==> src/sv/wpca_pkg.sv <==
package wpca_pkg;

  // Field widths.
  localparam int unsigned IdxW   = 20;
  localparam int unsigned BeginW = 20;
  localparam int unsigned EndW   = 21;
  localparam int unsigned CountW = 21;
  localparam int unsigned SigmaW = 32;
  localparam int unsigned GenoW  = 16;
  localparam int unsigned LoadW  = 16;
  localparam int unsigned ScoreW = 32;

  // Datapath widths.
  localparam int unsigned ProdW  = GenoW + LoadW;       // genotype times loading
  localparam int unsigned AccW   = 52;                  // Q24.27 accumulator
  localparam int unsigned CntSh  = 5;                   // marker_count scaled by 32
  localparam int unsigned HalfW  = AccW / 2;            // magnitude half for split multiply
  localparam int unsigned CntShW = CountW + CntSh;
  localparam int unsigned MulW   = 33;                  // shared signed multiplier operand
  localparam int unsigned MulPW  = 2 * MulW;
  localparam int unsigned DenW   = EndW + SigmaW;
  localparam int unsigned NumW   = AccW + CntShW;

  // Reset values of the configuration registers.
  localparam logic [BeginW-1:0] BeginReset = '0;
  localparam logic [EndW-1:0]   EndReset   = 21'h10_0000;
  localparam logic [CountW-1:0] CountReset = 21'h10_0000;
  localparam logic [SigmaW-1:0] SigmaReset = 32'h0001_0000;

  // Register indexes.
  localparam int unsigned RegWinBegin  = 0;
  localparam int unsigned RegWinEnd    = 1;
  localparam int unsigned RegCount     = 2;
  localparam int unsigned RegSigmaBase = 3;

  typedef enum logic [1:0] {
    StOk        = 2'd0,
    StEmpty     = 2'd1,
    StZeroSigma = 2'd2,
    StSat       = 2'd3
  } status_e;

endpackage

==> src/sv/wpca_in_if.sv <==
interface wpca_in_if import wpca_pkg::*; #(parameter int unsigned LANES = 4);
  logic                     valid;
  logic                     ready;
  logic [IdxW-1:0]          marker_index;
  logic signed [GenoW-1:0]  genotype;
  logic [LANES*LoadW-1:0]   loading;
  logic                     last_marker;

  modport source (output valid, marker_index, genotype, loading, last_marker, input ready);
  modport sink   (input valid, marker_index, genotype, loading, last_marker, output ready);
endinterface

==> src/sv/wpca_out_if.sv <==
interface wpca_out_if import wpca_pkg::*; #(parameter int unsigned LANES = 4);
  logic                    valid;
  logic                    ready;
  logic [LANES*ScoreW-1:0] score;
  status_e                 status;

  modport source (output valid, score, status, input ready);
  modport sink   (input valid, score, status, output ready);
endinterface

==> src/sv/wpca_mul.sv <==
module wpca_mul import wpca_pkg::*; (
  input  logic                    clk_i,
  input  logic signed [MulW-1:0]  a_i,
  input  logic signed [MulW-1:0]  b_i,
  output logic signed [MulPW-1:0] p_o
);

  logic signed [MulPW-1:0] p_q;

  always_ff @(posedge clk_i) begin
    p_q <= a_i * b_i;
  end

  assign p_o = p_q;

endmodule

==> src/sv/wpca_div.sv <==
module wpca_div import wpca_pkg::*; (
  input  logic              clk_i,
  input  logic              rst_ni,
  input  logic              start_i,
  input  logic [NumW-1:0]   num_i,
  input  logic [DenW-1:0]   den_i,
  input  logic              neg_i,
  output logic              done_o,
  output logic [ScoreW-1:0] result_o,
  output logic              sat_o
);

  localparam int unsigned StepW = $clog2(NumW);

  logic [NumW-1:0]   num_q;
  logic [DenW-1:0]   den_q;
  logic [DenW-1:0]   rem_q;
  logic [ScoreW:0]   quo_q;
  logic              big_q;
  logic              neg_q;
  logic              busy_q;
  logic              done_q;
  logic [StepW-1:0]  step_q;

  logic [DenW:0]     rem_sh;
  logic [DenW:0]     rem_sub;
  logic              ge;
  logic [ScoreW:0]   limit;
  logic [ScoreW-1:0] mag;

  assign rem_sh  = {rem_q, num_q[NumW-1]};
  assign ge      = rem_sh >= {1'b0, den_q};
  assign rem_sub = rem_sh - {1'b0, den_q};

  always_ff @(posedge clk_i or negedge rst_ni) begin
    if (!rst_ni) begin
      busy_q <= 1'b0;
      done_q <= 1'b0;
      step_q <= '0;
      num_q  <= '0;
      den_q  <= '0;
      rem_q  <= '0;
      quo_q  <= '0;
      big_q  <= 1'b0;
      neg_q  <= 1'b0;
    end else begin
      done_q <= 1'b0;
      if (start_i) begin
        busy_q <= 1'b1;
        step_q <= StepW'(NumW - 1);
        num_q  <= num_i;
        den_q  <= den_i;
        neg_q  <= neg_i;
        rem_q  <= '0;
        quo_q  <= '0;
        big_q  <= 1'b0;
      end else if (busy_q) begin
        num_q  <= {num_q[NumW-2:0], 1'b0};
        rem_q  <= ge ? rem_sub[DenW-1:0] : rem_sh[DenW-1:0];
        // A quotient bit pushed past the top means the result cannot fit.
        big_q  <= big_q | quo_q[ScoreW];
        quo_q  <= {quo_q[ScoreW-1:0], ge};
        if (step_q == '0) begin
          busy_q <= 1'b0;
          done_q <= 1'b1;
        end else begin
          step_q <= step_q - StepW'(1);
        end
      end
    end
  end

  // Negative results may reach 2^31, positive ones stop at 2^31 - 1.
  assign limit    = {1'b0, neg_q, {(ScoreW-1){~neg_q}}};
  assign sat_o    = big_q || (quo_q > limit);
  assign mag      = sat_o ? limit[ScoreW-1:0] : quo_q[ScoreW-1:0];
  assign result_o = neg_q ? (ScoreW'(0) - mag) : mag;
  assign done_o   = done_q;

endmodule

==> src/sv/windowed_pca_score_projection.sv <==
// Channel   Dir  Handshake      Payload
// marker_i  in   valid/ready    marker_index, genotype, loading[LANES], last_marker
// score_o   out  valid/ready    score[LANES], status
// cfg       in   cfg_we_i       cfg_index_i, cfg_data_i (write only)
//
// A marker inside the window runs one MAC step per lane on the shared multiplier
// and then MAC_END; one outside it is taken in IDLE alone. A last marker adds CHECK,
// per lane DEN, NLO, NHI, NADD and the serial divider, and FIN to load the result.
// Reset clears the accumulators and restores the register defaults.
// marker_i.ready is high only while the sequencer is idle; a pending result
// stalls the block only when the next result is ready to be loaded.
module windowed_pca_score_projection import wpca_pkg::*; #(
  parameter int unsigned LANES = 4,
  localparam int unsigned CfgIdxW = $clog2(RegSigmaBase + LANES),
  localparam int unsigned LaneW   = (LANES > 1) ? $clog2(LANES) : 1
) (
  input  logic               clk_i,
  input  logic               rst_ni,
  wpca_in_if.sink            marker_i,
  wpca_out_if.source         score_o,
  input  logic               cfg_we_i,
  input  logic [CfgIdxW-1:0] cfg_index_i,
  input  logic [SigmaW-1:0]  cfg_data_i
);

  typedef enum logic [3:0] {
    IDLE, MAC, MAC_END, CHECK, DEN, NLO, NHI, NADD, DIV, FIN
  } state_e;

  // Configuration registers.
  logic [BeginW-1:0] begin_q;
  logic [EndW-1:0]   end_q;
  logic [CountW-1:0] count_q;
  logic [SigmaW-1:0] sigma_q [LANES];

  always_ff @(posedge clk_i or negedge rst_ni) begin
    if (!rst_ni) begin
      begin_q <= BeginReset;
      end_q   <= EndReset;
      count_q <= CountReset;
      for (int k = 0; k < LANES; k++) begin
        sigma_q[k] <= SigmaReset;
      end
    end else if (cfg_we_i) begin
      if (cfg_index_i == CfgIdxW'(RegWinBegin)) begin
        begin_q <= cfg_data_i[BeginW-1:0];
      end
      if (cfg_index_i == CfgIdxW'(RegWinEnd)) begin
        end_q <= cfg_data_i[EndW-1:0];
      end
      if (cfg_index_i == CfgIdxW'(RegCount)) begin
        count_q <= cfg_data_i[CountW-1:0];
      end
      for (int k = 0; k < LANES; k++) begin
        if (cfg_index_i == CfgIdxW'(RegSigmaBase + k)) begin
          sigma_q[k] <= cfg_data_i;
        end
      end
    end
  end

  state_e                   state_q;
  logic [LaneW-1:0]         lane_q;
  logic                     add_v_q;
  logic [LaneW-1:0]         add_lane_q;
  logic [AccW-1:0]          acc_q [LANES];
  logic signed [GenoW-1:0]  geno_q;
  logic [LANES*LoadW-1:0]   load_q;
  logic                     last_q;
  logic                     neg_q;
  logic [AccW-1:0]          mag_q;
  logic [DenW-1:0]          den_q;
  logic [NumW-1:0]          num_q;
  logic                     div_start_q;
  logic [ScoreW-1:0]        score_q [LANES];
  status_e                  status_q;
  logic                     out_valid_q;
  logic [LANES*ScoreW-1:0]  out_score_q;
  status_e                  out_status_q;

  logic                     in_win;
  logic                     sigma_zero;
  logic                     acc_zero;
  logic                     fin_go;
  logic [EndW-1:0]          win_w;
  logic [CntShW-1:0]        cnt_sh;
  logic [AccW-1:0]          acc_sel;
  logic [LoadW-1:0]         load_sel;
  logic signed [MulW-1:0]   mul_a;
  logic signed [MulW-1:0]   mul_b;
  logic signed [MulPW-1:0]  mul_p;
  logic                     div_done;
  logic [ScoreW-1:0]        div_result;
  logic                     div_sat;

  assign in_win = (marker_i.marker_index >= begin_q) &&
                  ({1'b0, marker_i.marker_index} < end_q);
  assign win_w    = end_q - {1'b0, begin_q};
  assign cnt_sh   = {count_q, CntSh'(0)};
  assign acc_sel  = acc_q[lane_q];
  assign load_sel = load_q[lane_q*LoadW +: LoadW];
  assign fin_go   = !out_valid_q || score_o.ready;

  always_comb begin
    sigma_zero = 1'b0;
    acc_zero   = 1'b1;
    for (int k = 0; k < LANES; k++) begin
      sigma_zero = sigma_zero | (sigma_q[k] == '0);
      acc_zero   = acc_zero & (acc_q[k] == '0);
    end
  end

  // Operand selection for the shared multiplier.
  always_comb begin
    mul_a = '0;
    mul_b = '0;
    unique case (state_q)
      MAC: begin
        mul_a = {{(MulW-GenoW){geno_q[GenoW-1]}}, geno_q};
        mul_b = {{(MulW-LoadW){load_sel[LoadW-1]}}, load_sel};
      end
      DEN: begin
        mul_a = {{(MulW-EndW){1'b0}}, win_w};
        mul_b = {{(MulW-SigmaW){1'b0}}, sigma_q[lane_q]};
      end
      NLO: begin
        mul_a = {{(MulW-HalfW){1'b0}}, mag_q[HalfW-1:0]};
        mul_b = {{(MulW-CntShW){1'b0}}, cnt_sh};
      end
      NHI: begin
        mul_a = {{(MulW-HalfW){1'b0}}, mag_q[AccW-1:HalfW]};
        mul_b = {{(MulW-CntShW){1'b0}}, cnt_sh};
      end
      default: begin
        mul_a = '0;
        mul_b = '0;
      end
    endcase
  end

  wpca_mul u_mul (
    .clk_i (clk_i),
    .a_i   (mul_a),
    .b_i   (mul_b),
    .p_o   (mul_p)
  );

  wpca_div u_div (
    .clk_i    (clk_i),
    .rst_ni   (rst_ni),
    .start_i  (div_start_q),
    .num_i    (num_q),
    .den_i    (den_q),
    .neg_i    (neg_q),
    .done_o   (div_done),
    .result_o (div_result),
    .sat_o    (div_sat)
  );

  always_ff @(posedge clk_i or negedge rst_ni) begin
    if (!rst_ni) begin
      state_q      <= IDLE;
      lane_q       <= '0;
      add_v_q      <= 1'b0;
      add_lane_q   <= '0;
      geno_q       <= '0;
      load_q       <= '0;
      last_q       <= 1'b0;
      neg_q        <= 1'b0;
      mag_q        <= '0;
      den_q        <= '0;
      num_q        <= '0;
      div_start_q  <= 1'b0;
      status_q     <= StOk;
      out_valid_q  <= 1'b0;
      out_score_q  <= '0;
      out_status_q <= StOk;
      for (int k = 0; k < LANES; k++) begin
        acc_q[k]   <= '0;
        score_q[k] <= '0;
      end
    end else begin
      // The product issued in the previous cycle lands in its lane here.
      add_v_q     <= (state_q == MAC);
      add_lane_q  <= lane_q;
      div_start_q <= 1'b0;
      if (add_v_q) begin
        acc_q[add_lane_q] <= acc_q[add_lane_q] +
                             {{(AccW-ProdW){mul_p[ProdW-1]}}, mul_p[ProdW-1:0]};
      end
      if (state_q == FIN && fin_go) begin
        out_valid_q <= 1'b1;
      end else if (out_valid_q && score_o.ready) begin
        out_valid_q <= 1'b0;
      end
      unique case (state_q)
        IDLE: begin
          if (marker_i.valid) begin
            geno_q <= marker_i.genotype;
            load_q <= marker_i.loading;
            last_q <= marker_i.last_marker;
            lane_q <= '0;
            if (in_win) begin
              state_q <= MAC;
            end else if (marker_i.last_marker) begin
              state_q <= CHECK;
            end
          end
        end
        MAC: begin
          if (lane_q == LaneW'(LANES - 1)) begin
            state_q <= MAC_END;
          end else begin
            lane_q <= lane_q + LaneW'(1);
          end
        end
        MAC_END: begin
          state_q <= last_q ? CHECK : IDLE;
        end
        CHECK: begin
          lane_q <= '0;
          for (int k = 0; k < LANES; k++) begin
            score_q[k] <= '0;
          end
          if (end_q <= {1'b0, begin_q}) begin
            status_q <= StEmpty;
            state_q  <= FIN;
          end else if (sigma_zero) begin
            status_q <= StZeroSigma;
            state_q  <= FIN;
          end else begin
            status_q <= StOk;
            state_q  <= DEN;
          end
        end
        DEN: begin
          neg_q   <= acc_sel[AccW-1];
          mag_q   <= acc_sel[AccW-1] ? (AccW'(0) - acc_sel) : acc_sel;
          state_q <= NLO;
        end
        NLO: begin
          den_q   <= mul_p[DenW-1:0];
          state_q <= NHI;
        end
        NHI: begin
          num_q   <= {{(NumW-2*HalfW){1'b0}}, mul_p[2*HalfW-1:0]};
          state_q <= NADD;
        end
        NADD: begin
          num_q       <= num_q + {mul_p[NumW-HalfW-1:0], HalfW'(0)};
          div_start_q <= 1'b1;
          state_q     <= DIV;
        end
        DIV: begin
          if (div_done) begin
            score_q[lane_q] <= div_result;
            if (div_sat) begin
              status_q <= StSat;
            end
            if (lane_q == LaneW'(LANES - 1)) begin
              state_q <= FIN;
            end else begin
              lane_q  <= lane_q + LaneW'(1);
              state_q <= DEN;
            end
          end
        end
        FIN: begin
          if (fin_go) begin
            out_status_q <= status_q;
            for (int k = 0; k < LANES; k++) begin
              out_score_q[k*ScoreW +: ScoreW] <= score_q[k];
              acc_q[k] <= '0;
            end
            state_q <= IDLE;
          end
        end
        default: begin
          state_q <= IDLE;
        end
      endcase
    end
  end

  assign marker_i.ready = (state_q == IDLE);
  assign score_o.valid  = out_valid_q;
  assign score_o.score  = out_score_q;
  assign score_o.status = out_status_q;

  a_result_from_fin: assert property (@(posedge clk_i) disable iff (!rst_ni)
    $rose(out_valid_q) |-> $past(state_q) == FIN)
    else $error("result appeared without a finished scaling pass");

  a_acc_cleared: assert property (@(posedge clk_i) disable iff (!rst_ni)
    (state_q == FIN && fin_go) |=> acc_zero)
    else $error("accumulators not cleared after a result");

  a_empty_zero: assert property (@(posedge clk_i) disable iff (!rst_ni)
    (out_valid_q && out_status_q == StEmpty) |-> out_score_q == '0)
    else $error("empty window result carries nonzero scores");

  a_den_nonzero: assert property (@(posedge clk_i) disable iff (!rst_ni)
    div_start_q |-> den_q != '0)
    else $error("divider started with a zero divisor");

endmodule
==> src/flat_wrapper.sv <==
// flat-port wrapper written by rule: the top's interface ports become plain ports
module windowed_pca_score_projection_flat import wpca_pkg::*;
#(
  parameter int unsigned LANES = 4,
  localparam int unsigned CfgIdxW = $clog2(RegSigmaBase + LANES),
  localparam int unsigned LaneW   = (LANES > 1) ? $clog2(LANES) : 1
)
  (clk_i, rst_ni, cfg_we_i, cfg_index_i, cfg_data_i, marker_i_valid, marker_i_marker_index, marker_i_genotype, marker_i_loading, marker_i_last_marker, marker_i_ready, score_o_valid, score_o_score, score_o_status, score_o_ready);
  wpca_in_if #(.LANES(LANES)) marker_i_i ();
  wpca_out_if #(.LANES(LANES)) score_o_i ();
  input  logic clk_i;
  input  logic rst_ni;
  input  logic cfg_we_i;
  input  logic [CfgIdxW-1:0] cfg_index_i;
  input  logic [SigmaW-1:0] cfg_data_i;
  input wire logic [$bits(marker_i_i.valid)-1:0] marker_i_valid;
  input wire logic [$bits(marker_i_i.marker_index)-1:0] marker_i_marker_index;
  input wire logic [$bits(marker_i_i.genotype)-1:0] marker_i_genotype;
  input wire logic [$bits(marker_i_i.loading)-1:0] marker_i_loading;
  input wire logic [$bits(marker_i_i.last_marker)-1:0] marker_i_last_marker;
  output wire logic [$bits(marker_i_i.ready)-1:0] marker_i_ready;
  output wire logic [$bits(score_o_i.valid)-1:0] score_o_valid;
  output wire logic [$bits(score_o_i.score)-1:0] score_o_score;
  output wire logic [$bits(score_o_i.status)-1:0] score_o_status;
  input wire logic [$bits(score_o_i.ready)-1:0] score_o_ready;
  assign marker_i_i.valid = marker_i_valid;
  assign marker_i_i.marker_index = marker_i_marker_index;
  assign marker_i_i.genotype = marker_i_genotype;
  assign marker_i_i.loading = marker_i_loading;
  assign marker_i_i.last_marker = marker_i_last_marker;
  assign marker_i_ready = marker_i_i.ready;
  assign score_o_valid = score_o_i.valid;
  assign score_o_score = score_o_i.score;
  assign score_o_status = score_o_i.status;
  assign score_o_i.ready = score_o_ready;
  windowed_pca_score_projection #(.LANES(LANES)) u_core (.clk_i(clk_i), .rst_ni(rst_ni), .marker_i(marker_i_i), .score_o(score_o_i), .cfg_we_i(cfg_we_i), .cfg_index_i(cfg_index_i), .cfg_data_i(cfg_data_i));
endmodule
==> config.mk <==
export PLATFORM = sky130hd
export DESIGN_NAME = windowed_pca_score_projection_flat
export DESIGN_NICKNAME = d
export VERILOG_FILES = /design/src/sv/wpca_pkg.sv /design/src/sv/wpca_in_if.sv /design/src/sv/wpca_out_if.sv /design/src/sv/wpca_mul.sv /design/src/sv/wpca_div.sv /design/src/sv/windowed_pca_score_projection.sv /design/src/flat_wrapper.sv
export SDC_FILE = /design/constraint.sdc
export NUM_CORES = 2
export LEC_CHECK = 0
export ABC_AREA = 1
export BUFFER_PORTS_ARGS = -buffer_cell sky130_fd_sc_hd__buf_4
export CORE_MARGIN = 5
export CORE_UTILIZATION = 40
export CTS_CLUSTER_DIAMETER = 150
export DETAILED_ROUTE_END_ITERATION = 8
export GPL_TIMING_DRIVEN = 0
export MAX_ROUTING_LAYER = met4
export SYNTH_ARGS = -nofsm -noshare
export SYNTH_HDL_FRONTEND = slang
export SYNTH_HIERARCHICAL = 1
export SYNTH_SLANG_ARGS = --single-unit
==> constraint.sdc <==
create_clock -name clk_i -period 8.9 [get_ports clk_i]
set_clock_uncertainty 0.2 [all_clocks]
set_input_delay 0.445 -clock clk_i [delete_from_list [all_inputs] [get_ports clk_i]]
set_output_delay 0.445 -clock clk_i [all_outputs]
set_load 0.05 [all_outputs]
Word-level counts from Yosys, hierarchy flattened
Index checks and enable logic that the tools add are counted.
{ "totals": {"reg_bits": 1215, "inputBits": 141, "out_inout_bits": 132, "wordCells": 192} }
{ "classes": {"addsub": 8, "n_mul": 1, "order_cmp": 9, "n_eq_ne": 23, "shifts": 1, "mux": 67, "n_bitwise": 7, "n_reduce_logical": 35} }
{ "ops": {"columns": ["cell", "n"], "rows": [
  ["2-to-1 mux 208 bit", 3],
  ["2-to-1 mux 52 bit", 6],
  ["one-hot mux 128 bit (2 select lines)", 1],
  ["binary-select mux 52 bit (select 2 bit)", 2],
  ["bitwise mux 208 bit", 1],
  ["2-to-1 mux 32 bit", 5],
  ["2-to-1 mux 53 bit", 3],
  ["2-to-1 mux 78 bit", 2],
  ["one-hot mux 78 bit (2 select lines)", 1],
  ["one-hot mux 33 bit (4 select lines)", 1],
  ["bitwise mux 128 bit", 1],
  ["zero test 32 bit", 4],
  ["2-to-1 mux 128 bit", 1],
  ["demux 52 bit (select 2 bit)", 1],
  ["one-hot mux 33 bit (3 select lines)", 1],
  ["adder 78 bit", 1],
  ["2-to-1 mux 33 bit", 2],
  ["binary-select mux 32 bit (select 2 bit)", 1],
  ["demux 32 bit (select 2 bit)", 1],
  ["variable part select 64 x 7 -> 16 bit", 1],
  [">= comparator 54 x 53 -> 1 bit", 1],
  ["multiplier 33 x 33 -> 53 bit", 1],
  ["subtractor 53 bit", 1],
  ["adder 52 bit", 1],
  ["44 further kinds", 108]
]} }

Longest topological paths before layout
{ "depth": {"ltp_word": 9, "ltp_mapped": 47, "ltp_nobuf": 45} }

Modules after synthesis
Netlist, hierarchy kept.
{ "modules_own_cells": {"columns": ["mod", "instances", "cells_each", "area_per_inst_um2", "seq_area_each_um2"], "rows": [
  ["windowed_pca_score_projection", 1, 6803, 52101.2, 23379.9],
  ["wpca_mul", 1, 5469, 43010.0, 1321.3],
  ["wpca_div", 1, 2072, 15368.5, 5705.5]
]} }

Worst setup path after synthesis
Ideal clock, no wire load.
{ "synth_timing": {"path_kind": "flip-flop to flip-flop", "from": "reg u_core.lane_q[0]", "to": "reg, netlist name u_core/u_mul/p_o[59]", "setup_time_ns": 0.113, "arrival_ns": 8.415, "t_required_ns": 8.587, "slack_ns": 0.172, "path_stages_with_launch": 36, "path_buffers": 9, "period_less_slack_ns": 8.728, "cell_sequence": "dfrtp_1 -> buf_4 -> inv_2 -> buf_6 -> buf_4 -> buf_4 -> buf_4 -> buf_4 -> buf_2 -> o21ai_0 -> o21ai_0 -> a22o_1 -> clkbuf_1 -> clkbuf_1 -> nand2_1 -> inv_1 -> fa_1 -> fa_1 -> fa_1 -> fa_1 -> inv_1 -> fa_1 -> fa_1 -> fa_1 -> fa_1 -> inv_1 -> ha_1 -> nand2_1 -> nor2_1 -> inv_1 -> nor2_1 -> nand3_1 -> nor3_1 -> nand2_1 -> nand4_1 -> nand2_1"} }
{ "synth_lines": {"columns": ["element", "line_no", "rtl"], "rows": [
  ["start, declared", "windowed_pca_score_projection.sv:63", "logic [LaneW-1:0] lane_q;"],
  ["start signal, assigned", "windowed_pca_score_projection.sv:214", "lane_q <= lane_q + LaneW'(1);"],
  ["start signal, assigned", "windowed_pca_score_projection.sv:263", "lane_q <= lane_q + LaneW'(1);"]
]} }

Final worst setup path
{ "layout_timing": {"from": "reg u_core.lane_q[0]", "to": "reg u_core.u_mul.p_q[45] (netlist: u_core/u_mul/p_o[45])"} }
{ "layout_between": {"elab_chain_len": 6, "elab_cells_between_ends": 7, "cone_classes": "mul (1); shift (1); mux (4); bitwise (1)"} }
{ "layout_lines": {"columns": ["element", "line_no", "rtl"], "rows": [
  ["parallel branches: the longest is 4 deep, another holds variable part select 64 x 7 -> 16 bit", null, null],
  ["one-hot mux 33 bit (3 select lines) (*)", "windowed_pca_score_projection.sv:117", "unique case (state_q)"],
  ["net u_core.mul_b[8]", "windowed_pca_score_projection.sv:90", "logic signed [MulW-1:0] mul_b;"],
  ["multiplier 33 x 33 -> 53 bit (*)", "wpca_mul.sv:11", "p_q <= a_i * b_i;"],
  ["end signal, assigned", "wpca_mul.sv:11", null],
  ["end, declared", "wpca_mul.sv:8", "logic signed [MulPW-1:0] p_q;"]
]} }
Mark *: on every way through the listed nets, which the timed path passes. The select of a mux whose other input is x is not followed.
A chain may end at the register's enable or synchronous reset.

==> metrics.md <==
| Metric | Value |
|---|---|
| Syn Inst Count | 13.6k |
| Die Wd | 520 um |
| Worst setup EP type | flop |
| Max_slew headroom | 0.935% |
| Most common cell after layout, fill and taps aside | nand2_1 |
| Rows | 187 |
| Unrepaired setup endpoints after global routing | true |
| Global-route usage over all layers | 32.5% |
| Clk sinks | 1215 |
| Crit start category | flop |
| Critical path type | flop to flop |
| Slew at the pin with the worst max-slew slack | 1.49 ns |
| Worst-Skew Late Latency | 0.84 ns |
| Vias in the first global route | 93.8k |
| PortBufs | 272 |
| Final setup violation count | 0 |
| Register area | 30100 um^2 |
| Hold WC Path Type | input pin to asynchronous set/reset pin |
| Biggest cell delay along the critical path | 0.55 ns |
| Failing checks | capacitance limit |
| Initial core utilization | 40.1% |
| # nets final | 15.7k |
| WL per Instance | 24.7 um |
| Routability cong. | 1.10 |
| Crit-path max FO | 10 |
| Routed vias/inst | 5.40 |
| First-pass GRT wire length | 633 mm |
| Final antenna-violating net count | 0 |
| Area growth syn-to-layout | 15.7% |
| Final hold vios | 0 |
| Clock Pin Slew Worst Setup and Hold Paths | 0.07 ns |
| CTS buffer count | 144 |
| DRC | 0 |
| Drt total wl | 435 mm |
| Crit share post-route | 98.6% |
| Die ar. | 271000 um^2 |
| Most frequent cells in the layout | nand2_1, inv_1, dfrtp_1, o21ai_0, fa_1 |
| Htree depth | 4 |
| Fillers | 26.0k |
| Arrival time worst endpoint | 9.27 ns |
| Layout Cells excl Fill | 17.7k |
| CTS Buffer Depth | 3 |
| Critical path's slowest cell | fa_1 |
| Starting DRT DRC Count | 10.6k |
| Mapped cell area | 104000 um^2 |
| Core box area | 259000 um^2 |
| Max Slew Vio Count | 0 |
| Area of the multi-input gates | 62400 um^2 |
| Mean Syn Cell Area | 7.69 um^2 |
| IO Pins | 273 |
| F_max | 114 MHz |
| Initial antenna violation count | 9 |
| Dpl cells | 17.2k |
| Root buffer cell | clkbuf_16 |
| Status | finished with violations |
| Share of layout cells above drive strength 1 | 10.5% |
| Largest net degree at the start of global routing | 175 |
| Die height | 520 um |
| Yosys warns | 6 |
| First-pass iteration count of the detailed router | 7 |
| GRT Residual Overflow | 0 |
| Cell repeated most along the worst path | fa_1 |
| Final Critical Period | 8.78 ns |
| Syn_nets | 15.1k |
| Max-cap viol count | 1 |
| DR vias | 95.4k |
| Placed wire-length estimate | 346 mm |
| CTS tree | yes |
| Req. time, crit path | 9.39 ns |
[flip-flops by register name (all words and copies together) (netlist names), 4 cells and up]
name,cells
u_core/acc_q,208
u_core/u_div/num_q,78
u_core/score_q,128
u_core/load_q,64
u_core/mag_q,52
u_core/score_o.score,128
u_core/count_q,21
u_core/sigma_q,128
u_core/state_q,4
u_core/end_q,21
u_core/u_mul/p_o,53
u_core/geno_q,16
u_core/begin_q,20
u_core/u_div/rem_q,53
u_core/u_div/step_q,7
u_core/num_q,78
u_core/den_q,53
u_core/u_div/den_q,53
u_core/u_div/quo_q,33
[worst paths after layout]
check / startpoint / to / slack, ns / cells past startpoint
max in group asynchronous: rst_ni / u_core/sigma_q[77] / 5.82 / 5
hold reg to reg: u_core/lane_q[0] / u_core/add_lane_q[0] / 0.21 / 0
setup reg to reg: u_core/lane_q[0] / u_core/u_mul/p_o[45] / 0.12 / 35
hold / removal: rst_ni / u_core/u_div/rem_q[7] / 0.05 / 2
min in group clk_i: score_o_ready / u_core/score_o.valid / 0.09 / 4
setup / recovery: u_core/lane_q[0] / u_core/u_mul/p_o[45] / 0.12 / 35
[worst max-delay path, delay by kind of cell (launching register included)]
kind / cells / cell delay, ns
flip-flops: 1 / 0.40
AO/OA/AOI/OAI: 5 / 1.00
adder cells (fa/ha/maj): 9 / 4.26
buffers and inverters: 13 / 1.98
AND/OR/NAND/NOR: 8 / 0.83
[area by class of cell]
cell class / count / area share (%)
Multi-Input combinational cell: 8855 / 51.8
Sequential cell: 1215 / 25.0
Inverter: 2820 / 8.80
Tap cell: 3402 / 3.53
Timing Repair Buffer: 490 / 3.52
Clock buffer: 210 / 3.51
Buffer: 611 / 3.00
Clock inverter: 50 / 0.777
Antenna cell: 6 / 0.0125
[repair_timing]
item / CTS / global route
resized for setup: 621 / 378
buffers inserted: 50 / 43
endpoints found under the hold margin: 388 / 0
endpoints found under the setup margin: 44 / 35
hold buffers: 114 / 0
pin swaps: 47 / 82
cloned: 0 / 1
[layer usage]
layer / up-vias / part of all wire (%) / global-route usage, %
met5: - / 0 / -
met4: 0 / 5.7 / 15.0
met3: 1055 / 9.3 / 6.08
met2: 4636 / 43 / 48.5
met1: 46600 / 42 / 42.8
li1: 43100 / - / -
[through the flow]
| stage | cell area, um^2 | utilization [%] | setup TNS, ns | worst slack, ns | hold WS [ns] |
|---|---|---|---|---|---|
| after floorplan | 104000 | - | 0 | 0.555 | -0.0506 |
| after global placement | 110000 | 42.6 | -8695.62 | -7.82 | 0.232 |
| after global routing | 120000 | 46.4 | -0.920 | -0.116 | 0.00925 |
| after detailed placement | 111000 | 42.7 | -94.53 | -3.02 | 0.236 |
| after CTS | 119000 | 45.9 | -0.0481 | -0.0481 | 0.000296 |
| final | 120000 | 46.4 | 0 | 0.122 | 0.0524 |
Power is not shown: default switching activity piles up to over one toggle a cycle in this logic, so the estimate is an artifact.
